### src/rtl/core/tsd_pkg.sv
`default_nettype none

package tsd_pkg;

   // Stream and history geometry
   localparam int HISTORY    = 5;
   localparam int MAX_WIDTH  = 1024;
   localparam int MAX_HEIGHT = 1024;
   localparam int SLOTS      = HISTORY - 1;

   localparam int PIX_W   = 8;
   localparam int CNT_W   = $clog2(HISTORY + 1);
   localparam int SUM_W   = $clog2(HISTORY * (2 ** PIX_W - 1) + 1);
   localparam int SLOT_W  = (SLOTS > 1) ? $clog2(SLOTS) : 1;
   localparam int WARM_W  = $clog2(SLOTS + 1);
   localparam int COL_W   = $clog2(MAX_WIDTH);
   localparam int ROW_W   = $clog2(MAX_HEIGHT);
   localparam int WDIM_W  = $clog2(MAX_WIDTH + 1);
   localparam int HDIM_W  = $clog2(MAX_HEIGHT + 1);
   localparam int ADDR_W  = $clog2(MAX_WIDTH * MAX_HEIGHT);
   localparam int DEPTH   = MAX_WIDTH * MAX_HEIGHT;
   localparam int ROW_BITS = SLOTS * PIX_W;
   localparam int AVG_W   = 3;

   // Register file
   localparam int DATA_W    = 32;
   localparam int PADDR_W   = 4;
   localparam int THR_W     = 8;
   localparam int DIM_CFG_W = 11;
   localparam logic [THR_W-1:0]     THR_RESET    = THR_W'(10);
   localparam logic [DIM_CFG_W-1:0] WIDTH_RESET  = DIM_CFG_W'(640);
   localparam logic [DIM_CFG_W-1:0] HEIGHT_RESET = DIM_CFG_W'(480);

   typedef enum logic [1:0] {
      REG_ENABLE    = 2'd0,
      REG_THRESHOLD = 2'd1,
      REG_WIDTH     = 2'd2,
      REG_HEIGHT    = 2'd3
   } reg_index_type;

   typedef struct packed {
      logic                 enable;
      logic [THR_W-1:0]     threshold;
      logic [DIM_CFG_W-1:0] frame_width;
      logic [DIM_CFG_W-1:0] frame_height;
   } cfg_type;

   // One memory word holds every history slot of one pixel position
   typedef logic [SLOTS-1:0][PIX_W-1:0] row_type;

endpackage

`default_nettype wire

### src/rtl/core/tsd_div.sv
`default_nettype none

module tsd_div
   import tsd_pkg::*;
(
   input  wire logic             clock,
   input  wire logic             reset,
   input  wire logic             start,
   input  wire logic [SUM_W-1:0] dividend,
   input  wire logic [CNT_W-1:0] divisor,
   output logic                  done,
   output logic      [PIX_W-1:0] quotient
);

   localparam int ITER_W = $clog2(SUM_W + 1);

   logic [SUM_W-1:0]  num_ff, num_in;
   logic [CNT_W-1:0]  rem_ff, rem_in;
   logic [CNT_W-1:0]  div_ff;
   logic [ITER_W-1:0] iter_ff, iter_in;
   logic              busy_ff, busy_in;
   logic              done_ff, done_in;
   logic [CNT_W:0]    trial;
   logic [CNT_W:0]    trial_sub;
   logic              ge;
   logic [CNT_W:0]    twice_rem;
   logic              round_up;

   // One quotient bit a cycle, restoring
   assign trial     = {rem_ff, num_ff[SUM_W-1]};
   assign trial_sub = trial - {1'b0, div_ff};
   assign ge        = trial >= {1'b0, div_ff};

   always_comb begin
      num_in  = num_ff;
      rem_in  = rem_ff;
      iter_in = iter_ff;
      busy_in = busy_ff;
      done_in = 1'b0;
      if (start) begin
         num_in  = dividend;
         rem_in  = '0;
         iter_in = ITER_W'(SUM_W);
         busy_in = 1'b1;
      end else if (busy_ff) begin
         num_in  = {num_ff[SUM_W-2:0], ge};
         rem_in  = ge ? trial_sub[CNT_W-1:0] : trial[CNT_W-1:0];
         iter_in = iter_ff - ITER_W'(1);
         if (iter_ff == ITER_W'(1)) begin
            busy_in = 1'b0;
            done_in = 1'b1;
         end
      end
   end

   always_ff @(posedge clock) begin
      if (reset) begin
         busy_ff <= 1'b0;
         done_ff <= 1'b0;
         iter_ff <= '0;
      end else begin
         busy_ff <= busy_in;
         done_ff <= done_in;
         iter_ff <= iter_in;
      end
   end

   always_ff @(posedge clock) begin
      num_ff <= num_in;
      rem_ff <= rem_in;
      if (start) begin
         div_ff <= divisor;
      end
   end

   // Round half to even
   assign twice_rem = {rem_ff, 1'b0};
   assign round_up  = (twice_rem > {1'b0, div_ff})
                   || ((twice_rem == {1'b0, div_ff}) && num_ff[0]);
   assign quotient  = PIX_W'(num_ff + SUM_W'(round_up));
   assign done      = done_ff;

endmodule

`default_nettype wire

### config.mk
export PLATFORM = sky130hd
export DESIGN_NAME = tsd_div
export DESIGN_NICKNAME = d
export VERILOG_FILES = /design/src/rtl/core/tsd_pkg.sv /design/src/rtl/core/tsd_div.sv
export SDC_FILE = /design/constraint.sdc
export NUM_CORES = 1
export LEC_CHECK = 0
export BUFFER_PORTS_ARGS = -buffer_cell sky130_fd_sc_hd__buf_2
export CORE_MARGIN = 1
export CORE_UTILIZATION = 48
export DETAILED_ROUTE_END_ITERATION = 10
export PLACE_DENSITY = 0.74
export SYNTH_ARGS = -nofsm -noshare
export SYNTH_HDL_FRONTEND = slang
export SYNTH_SLANG_ARGS = --single-unit
### constraint.sdc
create_clock -name clock -period 1.8 [get_ports clock]
set_input_delay 0.18 -clock clock [delete_from_list [all_inputs] [get_ports clock]]
set_output_delay 0.18 -clock clock [all_outputs]
set_load 0.1 [all_outputs]
# Word level (Yosys, flattened, before mapping)

Index checks and enable logic that the tools add are counted.

Add/sub/neg operators: 3
Multiply operators: 0
Divide/modulo/power cells: 0
$lt $le $gt $ge: 2
Equal/unequal tests: 2
Shift operators: 0
Multiplexer cells: 9
Bitwise gates (word level): 1
Reduce and logical (&&, ||, !) cells: 5

Operators with widths:

| kind                                                 | number |
|---|---|
| two-way mux 11 bit                                   | 2 |
| adder 8 x 1 -> 8 bit                                 | 1 |
| two-way mux 4 bit                                    | 2 |
| equality test 4 x 1 -> 1 bit (second input constant) | 1 |
| equality test 4 x 3 -> 1 bit                         | 1 |
| greater-or-equal comparator 4 x 3 -> 1 bit           | 1 |
| greater-than comparator 4 x 3 -> 1 bit               | 1 |
| two-way mux 1 bit                                    | 4 |
| subtractor 4 x 1 -> 4 bit (second input constant)    | 1 |
| two-way mux 3 bit                                    | 1 |
| OR reduction 3 bit                                   | 1 |
| subtractor 3 bit                                     | 1 |
| nonzero test 2 bit                                   | 1 |
| OR reduction 2 bit                                   | 1 |
| logical AND 1 bit                                    | 1 |
| logical OR 1 bit                                     | 1 |
| NOT 1 bit                                            | 1 |

Register bits: 23
Bits in latches: 0
Memory bits (writable): 0
Memory bits (read-only): 0
Bits of input ports: 17
Output and inout port bits: 9
Logic and storage cells: 29
Memories: 0

# Longest topological paths before layout

Depth in word-level cells: 4
Gate-level depth with buffers: 10
Gate-level depth less buffers: 10

# Worst setup path before layout

OpenSTA, ideal clock, no wires.

Kind: register to output
From: register div_ff[1]
To: output quotient[7]
Arrival time: 3.205 ns
Data required time: 1.620 ns
Path slack: -1.585 ns
Stages on the path, launching flop included: 11
Path buffers: 0
Cell sequence: edfxtp_1 -> inv_1 -> ha_1 -> a21o_1 -> a21oi_1 -> o21ai_1 -> ha_1 -> and3_1 -> nand3_1 -> or2_1 -> xnor2_1

Word-level cells in the longest chain between the ends: 4
Elaborated cells on any way between the ends: 5
Classes of those cells: add/sub (1); order compare (1); eq/ne (1); reduce/logical (2)

Ends and longest elaborated chain:

| what                                                                           | line          | text |
|---|---|---|
| from (decl)                                                                    | tsd_div.sv:19 | `logic [CNT_W-1:0] div_ff;` |
| from (signal assigned)                                                         | tsd_div.sv:72 | `div_ff <= divisor;` |
| branches (longest 2 deep; another with greater-than comparator 4 x 3 -> 1 bit) | -             |  |
| logical OR 1 bit *                                                             | tsd_div.sv:79 | `\|\| ((twice_rem == {1'b0, div_ff}) && num_ff[0]);` |
| adder 8 x 1 -> 8 bit *                                                         | tsd_div.sv:80 | `assign quotient = PIX_W'(num_ff + SUM_W'(round_up));` |
| to (decl)                                                                      | tsd_div.sv:12 | `output logic [PIX_W-1:0] quotient` |

Mark *: on every way between the ends.

# Final worst setup path

Same ends and word-level chain as after synthesis.

==> run metrics <==
Synth Cell Area 1230 µm²; P_leak 0.807 nW; final instance area 1930 µm²; EDFF count, synth 14; DR DRC count 0; type of origin of the critical path register; Die Wd 52.6 µm; final number of max-transition violations 0; largest net degree at the start of global routing 27; worst clock skew 0.00792 ns; Total Power 1.86 mW; Port Buffers 25; GRT Util Overall 0.231; drt pass-1 iters 4; Min Clock Period, post-route 2.67 ns; synthesized area per cell 11.5 µm²; HP Class in2reg; worst path required time 1.62 ns; CTS H-tree lvls 1; outcome complete, but fails checks; CP arrival 2.49 ns; Synth cell types 31; clk buf depth 2; sequential area share after synthesis 0.488; fin worst setup slack -0.871 ns; share of layout cells above drive strength 1 0.520; Yosys reg bits 23; Gate Count Post-Synth 107; fin crit share 1.48; routed vias 936; RSZ-0062 raised after global routing yes; Clock transition at path regs 0.13 ns; Rows 17; Area after DPL 1740 µm²; Hold Buf Count CTS 0; I/O Pins 26; peak supply drop 0.00105 V; total global routing overflow 0; commonest non-fill, non-tap cells in the layout 17 x buf_2, 14 x edfxtp_1, 11 x nor2_1, 11 x buf_4, 10 x mux2_1; max_cap viols 0; Syn. warnings 0; first-pass GRT wire length 4.31 mm; Final Util 0.833; P&R area growth vs syn 56.8%; Critical Path Fanout Max 3; CP endpoint kind output port; CTS tree yes; clock sinks 23; DRT iter0 DRCs 29; vias in the first global route 930; total CTS buffers 3; Max Freq 374 MHz; Wirelength per Cell 16.4 µm; violated checks setup timing; drt via density 5.26; initial antenna violation count 0; Synth Flop Type edfxtp_1; routability congestion estimate 0.827; CORE AREA 2320 µm²; FFs w/ async S/R, synth 0; hpwl dp 2.00 mm; worst setup path class reg2out; CTS root buf clkbuf_4; Nets 176; die area 2770 µm²; Worst Tran Pin Value 0.589 ns; die height 52.6 µm; Initial Utilization 0.531; Clk Latency, worst-skew pair 0.32 ns; most common cell after layout, fill and taps aside buf_2; syn nets 132; post-route ant nets 0; setup violators final 12; Pwr Density 961 nW/µm²; number of antenna cells inserted 0; final WL 2.91 mm; final hold violation count 0; Slew Limit Headroom 0.608; hold_ws 0.0215 ns
-- report_power, final --
part | leakage (nW) | switching, mW | internal (mW)
sequential | 0.214 | 0.0662 | 0.621
combinational | 0.575 | 0.508 | 0.418
clock | 0.0177 | 0.160 | 0.0833
-- metrics by stage --
step / setup slack (ns) / std cells / TNS [ns]
floorplan: -0.687 / 107 / -3.53
global placement: -0.479 / 169 / -2.35
detailed placement: -0.569 / 169 / -3.04
CTS: -0.868 / 177 / -6.38
global route: -0.927 / 178 / -7.07
finish: -0.871 / 178 / -6.47
-- worst paths after layout --
path | cells after the start | slack, ns | from | to
worst max-delay path | 11 | -0.87 | div_ff[1]$_DFFE_PP_ | quotient[7]
worst min-delay path | 1 | 0.02 | divisor[0] | div_ff[0]$_DFFE_PP_
worst max register to register | 8 | -0.30 | div_ff[0]$_DFFE_PP_ | rem_ff[0]$_SDFFE_PP0P_
worst min register to register | 1 | 0.55 | num_ff[9]$_DFFE_PP_ | num_ff[10]$_DFFE_PP_
-- state kept, by name (all words and copies together), names as in the netlist --
signal and flops:
busy_ff 1, div_ff 3, done 1, iter_ff 4, num_ff 11, rem_ff 3
-- per-layer routing --
metal,share of wire,track usage,vias up
li1,-,-,458
met1,0.43,0.259,449
met2,0.51,0.395,22
met3,0.033,0.0725,7
met4,0.021,0.110,0
met5,0,0,-
-- synth_stat cells (all sizes together), types with 2 or more instances --
master	instances	share of area
a21oi	3	0.012
mux2	12	0.11
nor3	2	0.0081
nand2	5	0.015
dfxtp	9	0.15
xnor2	4	0.028
nor4bb	2	0.016
or2	2	0.010
ha	7	0.071
nor2	13	0.042
edfxtp	14	0.34
inv	8	0.024
xor2	5	0.036
nor4b	2	0.014
nand3	4	0.016
buf	3	0.012
nor3b	2	0.012
-- critical path, stage by stage, from the launching register on --
cell and delay, ns:
edfxtp_1 0.39, inv_2 0.06, ha_4 0.27, a21o_1 0.13, a21oi_2 0.05, o21ai_1 0.15, ha_2 0.20, and3_4 0.19
nand3_4 0.08, or2_4 0.28, xnor2_4 0.17, buf_12 0.19
-- logic make-up after synthesis --
group | after synthesis | share of synthesized area
buf+inv | 11 | 0.0366
xor+xnor | 9 | 0.0640
compound gates | 7 | 0.0376
simple gates | 37 | 0.174
flops | 23 | 0.488
mux | 12 | 0.113
fa+ha+maj | 8 | 0.0874
-- cell type report --
cell class	count	area [µm²]
inverter	8	30.0
sequential	23	601
clock buffer	3	22.5
fill	120	388
timing repair buffer	42	395
clock inverter	1	5.00
multi-input combinational	73	842
tap	28	35.0
-- timing repair --
item,4_1_cts,5_1_grt
resized for setup,13,9
setup buffers,5,1
endpoints found under the setup margin,12,12
pin swaps,7,8
Note: power is estimated with default switching activity, not from simulation.
