--- src/rtl/core/tsd_pkg.sv ---
`default_nettype none

package tsd_pkg;

   // Stream and history geometry
   localparam int HISTORY    = 5;
   localparam int MAX_WIDTH  = 1024;
   localparam int MAX_HEIGHT = 1024;
   localparam int SLOTS      = HISTORY - 1;

   localparam int PIX_W   = 8;
   localparam int CNT_W   = $clog2(HISTORY + 1);
   localparam int SUM_W   = $clog2(HISTORY * (2 ** PIX_W - 1) + 1);
   localparam int SLOT_W  = (SLOTS > 1) ? $clog2(SLOTS) : 1;
   localparam int WARM_W  = $clog2(SLOTS + 1);
   localparam int COL_W   = $clog2(MAX_WIDTH);
   localparam int ROW_W   = $clog2(MAX_HEIGHT);
   localparam int WDIM_W  = $clog2(MAX_WIDTH + 1);
   localparam int HDIM_W  = $clog2(MAX_HEIGHT + 1);
   localparam int ADDR_W  = $clog2(MAX_WIDTH * MAX_HEIGHT);
   localparam int DEPTH   = MAX_WIDTH * MAX_HEIGHT;
   localparam int ROW_BITS = SLOTS * PIX_W;
   localparam int AVG_W   = 3;

   // Register file
   localparam int DATA_W    = 32;
   localparam int PADDR_W   = 4;
   localparam int THR_W     = 8;
   localparam int DIM_CFG_W = 11;
   localparam logic [THR_W-1:0]     THR_RESET    = THR_W'(10);
   localparam logic [DIM_CFG_W-1:0] WIDTH_RESET  = DIM_CFG_W'(640);
   localparam logic [DIM_CFG_W-1:0] HEIGHT_RESET = DIM_CFG_W'(480);

   typedef enum logic [1:0] {
      REG_ENABLE    = 2'd0,
      REG_THRESHOLD = 2'd1,
      REG_WIDTH     = 2'd2,
      REG_HEIGHT    = 2'd3
   } reg_index_type;

   typedef struct packed {
      logic                 enable;
      logic [THR_W-1:0]     threshold;
      logic [DIM_CFG_W-1:0] frame_width;
      logic [DIM_CFG_W-1:0] frame_height;
   } cfg_type;

   // One memory word holds every history slot of one pixel position
   typedef logic [SLOTS-1:0][PIX_W-1:0] row_type;

endpackage

`default_nettype wire

--- src/rtl/core/tsd_csr.sv ---
`default_nettype none

module tsd_csr
   import tsd_pkg::*;
(
   input  wire logic               clock,
   input  wire logic               reset,
   input  wire logic               psel,
   input  wire logic               penable,
   input  wire logic               pwrite,
   input  wire logic [PADDR_W-1:0] paddr,
   input  wire logic [DATA_W-1:0]  pwdata,
   output logic      [DATA_W-1:0]  prdata,
   output logic                    pready,
   output cfg_type                 cfg
);

   cfg_type       cfg_ff;
   cfg_type       cfg_in;
   reg_index_type index;
   logic          wr_hit;

   assign index  = reg_index_type'(paddr[PADDR_W-1:2]);
   assign pready = 1'b1;
   assign wr_hit = psel && penable && pwrite;

   // Decode the write
   always_comb begin
      cfg_in = cfg_ff;
      if (wr_hit) begin
         case (index)
            REG_ENABLE:    cfg_in.enable       = pwdata[0];
            REG_THRESHOLD: cfg_in.threshold    = pwdata[THR_W-1:0];
            REG_WIDTH:     cfg_in.frame_width  = pwdata[DIM_CFG_W-1:0];
            REG_HEIGHT:    cfg_in.frame_height = pwdata[DIM_CFG_W-1:0];
            default:       cfg_in = cfg_ff;
         endcase
      end
   end

   always_ff @(posedge clock) begin
      if (reset) begin
         cfg_ff.enable       <= 1'b0;
         cfg_ff.threshold    <= THR_RESET;
         cfg_ff.frame_width  <= WIDTH_RESET;
         cfg_ff.frame_height <= HEIGHT_RESET;
      end else begin
         cfg_ff <= cfg_in;
      end
   end

   // Read back
   always_comb begin
      case (index)
         REG_ENABLE:    prdata = DATA_W'(cfg_ff.enable);
         REG_THRESHOLD: prdata = DATA_W'(cfg_ff.threshold);
         REG_WIDTH:     prdata = DATA_W'(cfg_ff.frame_width);
         REG_HEIGHT:    prdata = DATA_W'(cfg_ff.frame_height);
         default:       prdata = '0;
      endcase
   end

   assign cfg = cfg_ff;

endmodule

`default_nettype wire

--- config.mk ---
export PLATFORM = sky130hd
export DESIGN_NAME = tsd_csr
export DESIGN_NICKNAME = d
export VERILOG_FILES = /design/src/rtl/core/tsd_pkg.sv /design/src/rtl/core/tsd_csr.sv
export SDC_FILE = /design/constraint.sdc
export NUM_CORES = 1
export LEC_CHECK = 0
export ABC_AREA = 0
export BUFFER_PORTS_ARGS = -buffer_cell sky130_fd_sc_hd__clkbuf_2
export CORE_ASPECT_RATIO = 1.1
export CORE_MARGIN = 5
export CORE_UTILIZATION = 48
export CTS_BUF_LIST = sky130_fd_sc_hd__clkbuf_8
export DETAILED_ROUTE_END_ITERATION = 7
export PLACE_DENSITY = 0.88
export SYNTH_ARGS = -nofsm -noshare
export SYNTH_HDL_FRONTEND = slang
export SYNTH_SLANG_ARGS = --single-unit
--- constraint.sdc ---
create_clock -name clock -period 2 [get_ports clock]
set_clock_uncertainty 0.2 [all_clocks]
set_input_delay 0 -clock clock [delete_from_list [all_inputs] [get_ports clock]]
set_output_delay 0 -clock clock [all_outputs]
set_load 0.005 [all_outputs]
Word-level counts from Yosys, hierarchy flattened --
Cells that the tools add are included.
Storage, ports and cells: flip-flop bits (word level) 31, word-level logic and storage cells 15
Cells by class: equality and inequality tests 3, multiplexer cells 1, reductions and logical operators 7
Operators by type and width (count):
- $pmux 32 s4 | 1
- $reduce_and 2->1 | 4
- $eq 2x2->1 const B | 2
- $eq 2x1->1 const B | 1
- $logic_and 1x1->1 | 2
- $logic_not 2->1 | 1

Depth between registers and ports, before layout --
Gate-level depths: netlist (run 1).
depth in word-level cells 3, gate-level depth with buffers 5, depth with buffers taken out 3

Least setup slack after synthesis (run 1) --
No wires, ideal clock.
path kind input to register, start in pwrite, end reg cfg_ff (netlist bit cfg[23]), library setup time 0.120 ns, arrival 0.754 ns, data required time 1.680 ns, slack 0.926 ns, stages 4, path buffers 1, path through and3_1 buf_6 and2_1 a211o_1
On the way: longest elaborated chain between the ends 2
RTL lines:
- from (decl) | line tsd_csr.sv:10 | input wire logic pwrite,
- $logic_and 1x1->1 | line tsd_csr.sv:25 | assign wr_hit = psel && penable && pwrite;
- $reduce_and 2->1 (no line)
- to (signal assigned) | line tsd_csr.sv:48 | cfg_ff <= cfg_in;
- to (decl) | line tsd_csr.sv:18 | cfg_type cfg_ff;
Every way passes these cells. A chain may end at the register's enable or synchronous reset.

Worst setup path after layout (run 1) --
start reg cfg_ff (netlist bit cfg[0]), end out prdata[0]
On the way: longest elaborated chain between the ends 1
RTL lines:
- $pmux 32 s4 | line tsd_csr.sv:54 | case (index)
- to (decl) | line tsd_csr.sv:13 | output logic [DATA_W-1:0] prdata,
Every way passes these cells. The select of a mux whose other input is x is not followed.

==> metrics.md, run 1 <==
| Metric | Value |
|---|---|
| Flops & latches, synth | `31` |
| Path class of the lowest-slack min-delay path | `in2reg` |
| Start-to-end type of the worst setup path | `reg2out` |
| FF-to-FF Start | `cfg[23]` |
| Worst Setup Slack, final | `0.617 ns` |
| Max FFs per register | `31` |
| Type of origin of the critical path | `flip-flop` |
| Maximum clock frequency | `723 MHz` |
| Endpoint of the worst-slack reg-to-reg timing path | `cfg[23]` |
| Worst rel slew slack | `54.0%` |
| Finished Core Util | `59.4%` |
| Distinct cell type count after synthesis | `24` |
| Residual overflow from global routing | `0` |
| DRC violations left | `0` |
| Hold buffer count at cts | `11` |
| GRT Util Overall | `17.2%` |
| Maximum number of pins on one net before global-route repair | `48` |
| Final setup violation count | `0` |
| Slowest stage delay, CP | `0.46 ns` |
| Period Utilization, post-route | `69.2%` |
| Chip Height | `73.0 um` |
| Initial standard-cell utilization of the core | `48.6%` |
| Iteration-0 DRC Markers | `57` |
| Bufs and invs on worst path | `1` |
| Maximum clock path buffer count | `2` |
| Fraction of final layout cells sized beyond drive strength 1 | `32.4%` |
| # rows | `23` |
| Number of cell instances on the worst register-to-register path | `2` |
| Port Buffer Count | `59` |
| Cell breakdown of the critical path | `mux4_2 -> clkbuf_2` |
| Total of warnings raised by yosys | `0` |
| Detailed-route wire length per cell | `13.3 um` |
| First-pass GRT wire length | `6.21 mm` |
| Clock network latency to the later pin of the worst-skew pair | `0.28 ns` |
| Largest area contributor in the synthesized netlist | `sky130_fd_sc_hd__dfxtp_1` |
| Sequential cell area fraction in the yosys report | `35.8%` |
| Setup WS pre-CTS | `0.616 ns` |
| Die width | `67.3 um` |
| Setup bufs post-CTS | `0` |
| Avg Vias per Cell | `4.64` |
| Signal arrival time at the worst endpoint | `1.18 ns` |
| Detailed Route WL | `3.88 mm` |
| Hold Path Sink | `cfg[30]` |
| Slew @ Worst Pin | `0.690 ns` |
| Slack of the worst reg-to-reg path | `0.98 ns` |
| DPL Wire Length | `2.80 mm` |
| Full die area | `0.00492 sq mm` |
| Final estimated routing congestion in global placement | `0.691` |
| Mean instance size in the synthesized netlist | `9.85 sq um` |
| Cells after Synth | `176` |
| Vias in the first global route | `1265` |
| Fin crit period | `1.38 ns` |
| Top-area cell type share of the netlist area | `35.8%` |
| Setup crit end kind | `primary output` |
| Number of maximum-capacitance constraint violations | `0` |
| Hold Vio Cnt, Final | `0` |
| Clk slew on worst S/H paths | `0.06 ns` |
| Antenna cells | `0` |
| CTS tree | `built` |
| Outcome | `finished clean` |
| Unrepaired setup endpoints after global routing | `no` |
| Vias post-DR | `1349` |
| Root buffer selected by CTS | `sky130_fd_sc_hd__clkbuf_8` |
| Number of antenna violations at the first check in global routing | `0` |
| Critical-path cell with the highest stage delay | `sky130_fd_sc_hd__mux4_2` |
| Netlist Area Pre-Place | `0.00173 sq mm` |
| Core Footprint | `0.00357 sq mm` |
| Top area cells in the synthesized netlist | `sky130_fd_sc_hd__dfxtp_1 (36%), sky130_fd_sc_hd__mux2i_1 (18%), sky130_fd_sc_hd__nand2b_1 (12%)` |
| Resized Gates After CTS | `0` |
| Number of buffers added by the clock tree synthesis step | `5` |
| P_leak | `1.02 nW` |
| Worst Hold Slack | `0.0581 ns` |
| Router iterations before antenna repair | `4` |
| Ports placed on the boundary | `105` |
| Min-Delay Startpoint | `penable` |
| DRT antenna net count | `0` |
| Number of clock sinks | `31` |
| Area growth from synthesis to layout | `22.2%` |
| Ratio of total power to cell area | `587 mW/mm^2` |
| Total Negative Setup Slacks | `0 ns` |
| Delay-heaviest family, CP | `multiplexers` |
| Required time of the worst setup path | `1.80 ns` |
| Maximum level of the CTS H-tree | `2` |
| Fin. max-slew vios | `0` |
| Max FO, Critical Path | `3` |
| Worst-case vdd ir drop | `0.405 mV` |
| Hold Path Stages | `4` |
| Fillers | `339` |
| Final net count | `281` |
[synthesized netlist by cell type (all sizes together)]
cell type,instances
a211o,2
a21boi,2
a22o,7
and2,1
and3,2
and3b,1
buf,30
clkbuf,5
conb,2
dfxtp,31
mux2,7
mux2i,31
mux4,1
nand2,2
nand2b,33
nand3,1
nand4b,1
nor2,12
nor2b,4
o21ai,1
[worst max path at each step]
| stage | depth (start not counted) | startpoint | slack, ns | end |
|---|---|---|---|---|
| after floorplan | 4 | pwrite | 0.93 | cfg[23] |
| after global placement | 4 | paddr[2] | 0.65 | cfg[24] |
| after detailed placement | 4 | paddr[2] | 0.62 | cfg[26] |
| after CTS | 2 | cfg[0] | 0.61 | prdata[0] |
| after global routing | 2 | cfg[0] | 0.57 | prdata[0] |
| final | 2 | cfg[0] | 0.62 | prdata[0] |
[routing by layer]
metal	routed length (um)	track usage, %	vias to the layer above
met5	0	0	-
met4	29	6.08	0
met3	331	6.16	4
met2	1850	26.4	56
met1	1670	22.2	619
li1	-	-	670
[through the flow]
step	area (sq um)	std cells	total power, W
final	2120	291	0.00124
after detailed placement	1930	272	0.000786
after global routing	2120	291	0.00132
after global placement	1930	272	0.000784
after CTS	2120	291	0.00126
after floorplan	1810	196	0.000773
[worst register-to-register path, stage by stage, from the launching register on]
cell and delay, ns:
sky130_fd_sc_hd__dfxtp_1 0.32, sky130_fd_sc_hd__a21boi_0 0.12, sky130_fd_sc_hd__a211o_1 0.27
[cell type report]
type                    instances  area [sq um]  share of cell area, %
multi-input cells             130           935                   44.1
flip-flops and latches         31           621                   29.3
repair buffers                 72           420                   19.8
clock buffers                   5          68.8                   3.25
well taps                      50          62.6                   2.95
clock inverters                 3          12.5                  0.590
[kinds of logic after synthesis]
| family | share of synthesized area (%) |
|---|---|
| and+or+nand+nor | 19.7 |
| muxes | 23.7 |
| buffers and inverters | 14.6 |
| DFF | 35.8 |
| AOI/OAI and AO/OA | 5.70 |
| other | 0.433 |
[power breakdown]
group	leakage [nW]	internal, W	switching [W]
combinational	0.720	0.0000794	0.0000779
sequential	0.251	0.000626	0.00000621
clock	0.0505	0.000233	0.000221
total	1.02	0.000939	0.000305
[cells in the final DEF (no fill, tap or decap), types with 2 or more instances in the layout]
cell type	synthesis	layout
sky130_fd_sc_hd__clkbuf_2	0	59
sky130_fd_sc_hd__nand2b_1	33	33
sky130_fd_sc_hd__mux2i_1	31	31
sky130_fd_sc_hd__dfxtp_1	31	31
sky130_fd_sc_hd__conb_1	2	22
sky130_fd_sc_hd__nor2_1	12	12
sky130_fd_sc_hd__dlygate4sd3_1	0	11
sky130_fd_sc_hd__mux2_2	7	7
sky130_fd_sc_hd__a22o_1	7	7
sky130_fd_sc_hd__clkbuf_8	0	5
sky130_fd_sc_hd__nor2b_1	3	3
sky130_fd_sc_hd__and3_1	2	2
sky130_fd_sc_hd__nand2_1	2	2
sky130_fd_sc_hd__a211o_1	2	2
sky130_fd_sc_hd__inv_1	0	2
sky130_fd_sc_hd__buf_4	24	2
No activity file was read; power rests on OpenSTA's default activity.
==> run 2: changes to the inputs <==
--- a/config.mk
+++ b/config.mk
@@ -9,10 +9,10 @@
 export BUFFER_PORTS_ARGS = -buffer_cell sky130_fd_sc_hd__clkbuf_2
 export CORE_ASPECT_RATIO = 1.1
 export CORE_MARGIN = 5
-export CORE_UTILIZATION = 48
+export CORE_UTILIZATION = 40
 export CTS_BUF_LIST = sky130_fd_sc_hd__clkbuf_8
 export DETAILED_ROUTE_END_ITERATION = 7
-export PLACE_DENSITY = 0.88
+export PLACE_DENSITY = 0.78
 export SYNTH_ARGS = -nofsm -noshare
 export SYNTH_HDL_FRONTEND = slang
 export SYNTH_SLANG_ARGS = --single-unit
==> constraint.sdc (replaced) <==
create_clock -name clock -period 1.1 [get_ports clock]
set_clock_uncertainty 0.2 [all_clocks]
set_input_delay 0 -clock clock [delete_from_list [all_inputs] [get_ports clock]]
set_output_delay 0 -clock clock [all_outputs]
set_load 0.005 [all_outputs]
==> run 2 against run 1 <==
Net effect:
- the flow now finishes with violations (hold timing, setup timing)
- clock power grew 90%
- sequential share of layout area decreased by 3.3 points
- register-to-register slack lost 0.91 ns
- via count up 9.2%
- global-route usage down 1.3 points
- final cell count rose by 15%
- critical path depth unchanged
- flip-flop and latch count unchanged
- final area up 17%
- sequential power grew 82%
- utilization decreased by 1.2 points
- total power up 90%
- critical endpoint unchanged
- largest cell class unchanged
- largest power group unchanged
==> metrics.md, run 2 (synthesis results as in run 1) <==
| Metric | Value |
|---|---|
| Outcome | `finished with violations` |
| Violations in the final reports | `hold timing, setup timing` |
| Number of buffers added by the clock tree synthesis step | `5 (unchanged)` |
| Ratio of total power to cell area | `956 mW/mm^2 (+63%)` |
| Placed cell count | `301 (+11%)` |
| First-pass GRT wire length | `7.15 mm (+15%)` |
| Worst Setup Slack, final | `-0.259 ns (-0.876 ns)` |
| Avg Vias per Cell | `4.41 (-4.9%)` |
| Critical-path cell with the highest stage delay | `sky130_fd_sc_hd__mux4_2` |
| Router iterations before antenna repair | `4 (unchanged)` |
| DRT antenna net count | `0 (unchanged)` |
| Total power of the final layout | `0.00237 W (+90%)` |
| Bufs and invs on worst path | `1 (unchanged)` |
| Maximum clock frequency | `736 MHz` |
| Multi-input gate area | `953 sq um (+2.0%)` |
| Number of cell instances on the worst register-to-register path | `2 (unchanged)` |
| Worst Hold Slack | `-0.00527 ns (-0.0634 ns)` |
| Power share of the combinational group | `15.2% (+2.6 points)` |
| P_leak | `1.24 nW (+21%)` |
| FF-to-FF Start | `cfg[23]` |
| Residual overflow from global routing | `0 (unchanged)` |
| Core Footprint | `0.00425 sq mm (+19%)` |
| Final estimated routing congestion in global placement | `0.753 (+9.0%)` |
| Area growth from synthesis to layout | `42.9%` |
| Detailed-route wire length per cell | `13.4 um (about the same)` |
| Min-Delay Startpoint | `reset` |
| Slack of the worst reg-to-reg path | `0.07 ns (-0.91 ns)` |
| Hold Path Stages | `3 (-1)` |
| Type of origin of the critical path | `flip-flop` |
| Cell breakdown of the critical path | `mux4_2 -> clkbuf_2` |
| Detailed Route WL | `4.46 mm (+15%)` |
| Start-to-end type of the worst setup path | `reg2out` |
| Number of antenna violations at the first check in global routing | `0 (unchanged)` |
| Max FO, Critical Path | `2 (-1)` |
| Full die area | `0.00575 sq mm (+17%)` |
| Path class of the lowest-slack min-delay path | `in2reg` |
| Delay-heaviest family, CP | `multiplexers` |
| Hold Vio Cnt, Final | `2 (+2)` |
| Most frequent cells in the layout | `sky130_fd_sc_hd__clkbuf_2 (59), sky130_fd_sc_hd__buf_4 (39), sky130_fd_sc_hd__mux2i_1 (31), sky130_fd_sc_hd__nand2b_1 (31), sky130_fd_sc_hd__conb_1 (22)` |
| Fillers | `408 (+20%)` |
| Initial standard-cell utilization of the core | `40.8% (-7.8 points)` |
| Combined flip-flop and latch cell area | `643 sq um (+3.6%)` |
| Max FFs per register | `31 (unchanged)` |
| DRC violations left | `0 (unchanged)` |
| Number of non-filler instances in the completed layout | `334 (+15%)` |
| Internal power | `0.00177 W (+88%)` |
| Number of clock sinks | `31 (unchanged)` |
| Vias post-DR | `1473 (+9.2%)` |
| Clock network latency to the later pin of the worst-skew pair | `0.28 ns (about the same)` |
| Fraction of power spent switching nets | `25.3% (+0.80 points)` |
| Setup crit end kind | `primary output` |
| CTS tree | `built` |
| Slowest stage delay, CP | `0.45 ns (about the same)` |
| Share of power burned in registers | `48.5% (-2.3 points)` |
| Fin. max-slew vios | `0 (unchanged)` |
| Ports placed on the boundary | `105 (unchanged)` |
| Antenna cells | `0 (unchanged)` |
| Signal arrival time at the worst endpoint | `1.16 ns (-0.02 ns)` |
| Maximum clock path buffer count | `2 (unchanged)` |
| Required time of the worst setup path | `0.90 ns (-0.90 ns)` |
| GRT Util Overall | `16.0% (-1.3 points)` |
| DPL Wire Length | `3.17 mm (+13%)` |
| Fin crit period | `1.36 ns` |
| Final net count | `320 (+14%)` |
| Root buffer selected by CTS | `sky130_fd_sc_hd__clkbuf_8` |
| Vias in the first global route | `1521 (+20%)` |
| Die width | `72.8 um (+8.1%)` |
| Sw power | `0.000599 W (+97%)` |
| Finished Core Util | `58.2% (-1.2 points)` |
| Number of maximum-capacitance constraint violations | `0 (unchanged)` |
| Clock power frac | `36.4% (about the same)` |
| Maximum level of the CTS H-tree | `2 (unchanged)` |
| Unrepaired setup endpoints after global routing | `yes` |
| Chip Height | `79.1 um (+8.2%)` |
| Final setup violation count | `11 (+11)` |
| Fraction of final layout cells sized beyond drive strength 1 | `48.9% (+17 points)` |
| Period Utilization, post-route | `124%` |
| Worst-case vdd ir drop | `0.730 mV (+80%)` |
| Port Buffer Count | `59 (unchanged)` |
| Clk slew on worst S/H paths | `0.06 ns (about the same)` |
| Hold Path Sink | `cfg[25]` |
| Most common cell after layout, fill and taps aside | `sky130_fd_sc_hd__clkbuf_2` |
| Iteration-0 DRC Markers | `41 (-28%)` |
| Maximum number of pins on one net before global-route repair | `23 (-52%)` |
| Endpoint of the worst-slack reg-to-reg timing path | `cfg[23]` |
| # rows | `25 (+8.7%)` |
-- run 2: cell types whose count changed in the layout (fill, tap and decap cells not counted), sizes merged --
cell         previous run  this run
dlygate4sd3            11        12
inv                     2         1
buf                     2        40
clkinvlp                0         1
-- run 2: cell type report --
| class | count | area share [%] |
|---|---|---|
| multi-input combinational | 130 | 38.5 |
| timing repair buffer | 111 | 29.4 |
| tap | 54 | 2.73 |
| clock buffer | 5 | 2.78 |
| sequential | 31 | 26.0 |
| clock inverter | 3 | 0.657 |
-- run 2: routing by layer --
layer	routed length, um	global-route usage [%]	vias to the layer above
met5	0	0	-
met4	17	3.87	0
met2	2170	28.2	55
li1	-	-	751
met1	1960	18.9	665
met3	307	4.43	2
-- run 2: what timing repair did --
item / 4_1_cts / 5_1_grt
hold buffers: 12 / 0
resized for setup: 15 / 6
endpoints found under the setup margin: 11 / 14
endpoints found under the hold margin: 31 / 0
setup buffers: 12 / 1
-- run 2: stage by stage --
stage / TNS, ns / worst slack (ns) / instance area (sq um) / hold slack (ns)
5_1_grt: -2.55 / -0.301 / 2480 / 0.0248
3_3_place_gp: -1.75 / -0.0957 / 2130 / 0.0325
6_report: -2.03 / -0.259 / 2480 / -0.00527
2_1_floorplan: 0 / 0.0263 / 1810 / -0.0821
3_5_place_dp: -2.24 / -0.119 / 2130 / 0.0245
4_1_cts: -2.04 / -0.272 / 2450 / -0.00717
-- run 2: worst max path at each step --
stage               startpoint        end  slack (ns)  cells after the start
finish                  cfg[0]  prdata[0]       -0.26                      2
global placement      paddr[2]    cfg[24]        -0.1                      4
floorplan               pwrite    cfg[23]        0.03                      4
CTS                     cfg[0]  prdata[0]       -0.27                      2
global route           cfg[22]  prdata[0]       -0.30                      2
detailed placement      pwrite    cfg[21]       -0.12                      4
-- run 2: worst register-to-register path: cells and delay by family, from the launching register on --
family	cells	cell delay (ns)
DFF	1	0.32
AOI/OAI and AO/OA	2	0.39
-- run 2: power groups by stage --
stage	clock network, W	registers (W)	logic [W]
after global placement	0	0.00117	0.000301
after detailed placement	0	0.00117	0.000305
after global routing	0.000924	0.00115	0.000393
after floorplan	0	0.00117	0.000231
final	0.000861	0.00115	0.000359
after CTS	0.000882	0.00115	0.000351
==> run 3: changes to the inputs <==
--- a/config.mk
+++ b/config.mk
@@ -12,7 +12,7 @@
 export CORE_UTILIZATION = 40
 export CTS_BUF_LIST = sky130_fd_sc_hd__clkbuf_8
 export DETAILED_ROUTE_END_ITERATION = 7
-export PLACE_DENSITY = 0.78
+export PLACE_DENSITY = 0.8
 export SYNTH_ARGS = -nofsm -noshare
 export SYNTH_HDL_FRONTEND = slang
 export SYNTH_SLANG_ARGS = --single-unit
==> run 3 against run 2 <==
Net effect:
- the flow still finishes with violations (hold timing, setup timing)
- register-to-register slack about the same
- utilization barely moved
- flip-flop and latch count did not move
- first-iteration DRC count rose by 71%
- worst setup slack got worse by 0.026 ns
- critical endpoint unchanged
- largest cell class unchanged
- largest power group unchanged
==> metrics.md, run 3 (synthesis results as in run 1) <==
| Metric | Value |
|---|---|
| Number of maximum-capacitance constraint violations | `0 (unchanged)` |
| Residual overflow from global routing | `0 (unchanged)` |
| Total power of the final layout | `0.00265 W (+12%)` |
| Max FO, Critical Path | `2 (unchanged)` |
| Number of buffers added by the clock tree synthesis step | `5 (unchanged)` |
| DRC violations left | `0 (unchanged)` |
| Vias in the first global route | `1514 (-0.46%)` |
| Root buffer selected by CTS | `sky130_fd_sc_hd__clkbuf_8` |
| CP startpoint | `cfg[0]` |
| FF-to-FF Start | `cfg[23]` |
| Ports placed on the boundary | `105 (unchanged)` |
| Antenna cells | `0 (unchanged)` |
| Outcome | `finished with violations` |
| Area growth from synthesis to layout | `42.8% (about the same)` |
| Bufs and invs on worst path | `1 (unchanged)` |
| Chip Height | `79.1 um (unchanged)` |
| Ratio of total power to cell area | `1070 mW/mm^2 (+12%)` |
| Dpl cell area | `0.00213 sq mm (unchanged)` |
| Worst Setup Slack, final | `-0.285 ns (-0.0261 ns)` |
| Violations in the final reports | `hold timing, setup timing` |
| Number of antenna violations at the first check in global routing | `0 (unchanged)` |
| Met2 track utilization from global routing | `27.6% (-0.54 points)` |
| Maximum level of the CTS H-tree | `2 (unchanged)` |
| Maximum clock frequency | `722 MHz (-1.9%)` |
| DPL Wire Length | `3.28 mm (+3.6%)` |
| Clk slew on worst S/H paths | `0.06 ns (about the same)` |
| Maximum clock path buffer count | `2 (unchanged)` |
| Iteration-0 DRC Markers | `70 (+71%)` |
| Most frequent cells in the layout | `sky130_fd_sc_hd__clkbuf_2 (56), sky130_fd_sc_hd__buf_4 (36), sky130_fd_sc_hd__nand2b_1 (33)` |
| # rows | `25 (unchanged)` |
| First-pass GRT wire length | `6.97 mm (-2.5%)` |
| Fillers | `368 (-9.8%)` |
| CTS tree | `built` |
| Setup crit end kind | `primary output` |
| Path class of the lowest-slack min-delay path | `in2reg` |
| Slack of the worst reg-to-reg path | `0.07 ns (about the same)` |
| Die width | `72.8 um (unchanged)` |
| Fraction of final layout cells sized beyond drive strength 1 | `48.0% (-0.91 points)` |
| Type of origin of the critical path | `flip-flop` |
| Unrepaired setup endpoints after global routing | `yes` |
| Detailed-route wire length per cell | `13.3 um (-0.66%)` |
| Detailed Route WL | `4.39 mm (-1.5%)` |
| Worst Hold Slack | `-0.0327 ns (-0.0274 ns)` |
| Final net count | `317 (-0.94%)` |
| Endpoint of the worst-slack reg-to-reg timing path | `cfg[23]` |
| Full die area | `0.00575 sq mm (unchanged)` |
| Routing usage on met1 | `17.1% (-1.8 points)` |
| Final estimated routing congestion in global placement | `0.808 (+7.2%)` |
| Worst-case vdd ir drop | `0.570 mV (-22%)` |
| Setup WS pre-CTS | `-0.0799 ns (+0.0393 ns)` |
| Clock network latency to the later pin of the worst-skew pair | `0.28 ns (about the same)` |
| Peak-usage layer in the global routing report | `met2` |
| Delay-heaviest family, CP | `multiplexers` |
| GRT Util Overall | `15.6% (-0.34 points)` |
| Initial standard-cell utilization of the core | `40.8% (unchanged)` |
| Period Utilization, post-route | `126% (+2.4 points)` |
| Core Footprint | `0.00425 sq mm (unchanged)` |
| Fin crit period | `1.38 ns (+0.0261 ns)` |
| Required time of the worst setup path | `0.90 ns (about the same)` |
| Slowest stage delay, CP | `0.46 ns (about the same)` |
| Start-to-end type of the worst setup path | `reg2out` |
| Post-Layout Inst Area | `0.00248 sq mm (about the same)` |
| Fin. max-slew vios | `0 (unchanged)` |
| Number of cell instances on the worst register-to-register path | `2 (unchanged)` |
| Critical path capture point | `prdata[0]` |
| Count of cell instances traversed by the critical path | `2 (unchanged)` |
| P_leak | `1.23 nW (-0.43%)` |
| Router iterations before antenna repair | `4 (unchanged)` |
| Vias post-DR | `1537 (+4.3%)` |
| Port Buffer Count | `59 (unchanged)` |
| Cell breakdown of the critical path | `mux4_2 -> clkbuf_2` |
| DRT antenna net count | `0 (unchanged)` |
| Maximum number of pins on one net before global-route repair | `27 (+17%)` |
| Critical-path cell with the highest stage delay | `sky130_fd_sc_hd__mux4_2` |
| Hold Vio Cnt, Final | `5 (+3)` |
| Max FFs per register | `31 (unchanged)` |
| Global routing usage on met3 | `4.56% (+0.13 points)` |
| Most common cell after layout, fill and taps aside | `sky130_fd_sc_hd__clkbuf_2` |
| Final setup violation count | `10 (-1)` |
| Avg Vias per Cell | `4.64 (+5.3%)` |
| Signal arrival time at the worst endpoint | `1.18 ns (+0.02 ns)` |
| Number of clock sinks | `31 (unchanged)` |
| Hold buffer count at cts | `12 (unchanged)` |
## run 3: cell types whose count changed in the layout (fill, tap and decap cells not counted), sizes merged
cell | previous run | this run
bufinv | 0 | 1
clkbuf | 64 | 62
buf | 40 | 41
dlygate4sd3 | 12 | 11
clkinvlp | 1 | 0
inv | 1 | 0
## run 3: through the flow
stage | instances | TNS (ns) | util (%) | hold slack [ns]
3_5_place_dp | 301 | -1.23 | 50.1 | 0.0320
5_1_grt | 331 | -2.57 | 58.2 | -0.00227
4_1_cts | 332 | -3.91 | 58.2 | 0.0238
3_3_place_gp | 301 | -0.975 | 50.1 | 0.0300
2_1_floorplan | 196 | 0 | - | -0.0821
6_report | 331 | -1.97 | 58.2 | -0.0327
## run 3: worst min path at each step
stage	endpoint	cells past startpoint	start	slack, ns
after floorplan	cfg[25]	1	pwdata[3]	-0.08
after global placement	cfg[25]	2	pwdata[3]	0.03
after detailed placement	cfg[25]	2	pwdata[3]	0.03
after CTS	cfg[25]	4	paddr[2]	0.02
after global routing	cfg[25]	3	reset	-0.002
final	cfg[4]	3	reset	-0.03
## run 3: area by class of cell
type | instances | area, sq um | area share (%)
Clock buffer | 6 | 82.6 | 3.34
Clock inverter | 2 | 35.0 | 1.41
Multi-Input combinational cell | 130 | 942 | 38.0
Sequential cell | 31 | 642 | 25.9
Tap cell | 54 | 67.6 | 2.73
Timing Repair Buffer | 108 | 707 | 28.5
## run 3: tightest hold or removal path, cell delays in order
cell and delay (ns):
sky130_fd_sc_hd__clkbuf_2 0.14, sky130_fd_sc_hd__nand2b_1 0.18, sky130_fd_sc_hd__mux2i_1 0.09
## run 3: what timing repair did
| action | in CTS | in global routing |
|---|---|---|
| resized for setup | 14 | 9 |
| setup buffers | 11 | 0 |
| hold endpoints to repair | 31 | 1 |
| setup endpoints to repair | 11 | 42 |
## run 3: power breakdown
group / switching (W) / leakage (nW) / total [W] / internal [W]
Sequential: 0.00000939 / 0.254 / 0.00115 / 0.00114
Clock: 0.000421 / 0.0612 / 0.00115 / 0.000732
Combinational: 0.000159 / 0.919 / 0.000346 / 0.000187
Total: 0.000590 / 1.23 / 0.00265 / 0.00206
## run 3: metal layers
metal,up-vias,share of wire (%)
met5,-,0
met4,0,2.0
met3,9,6.8
met2,54,52
met1,729,39
li1,745,-
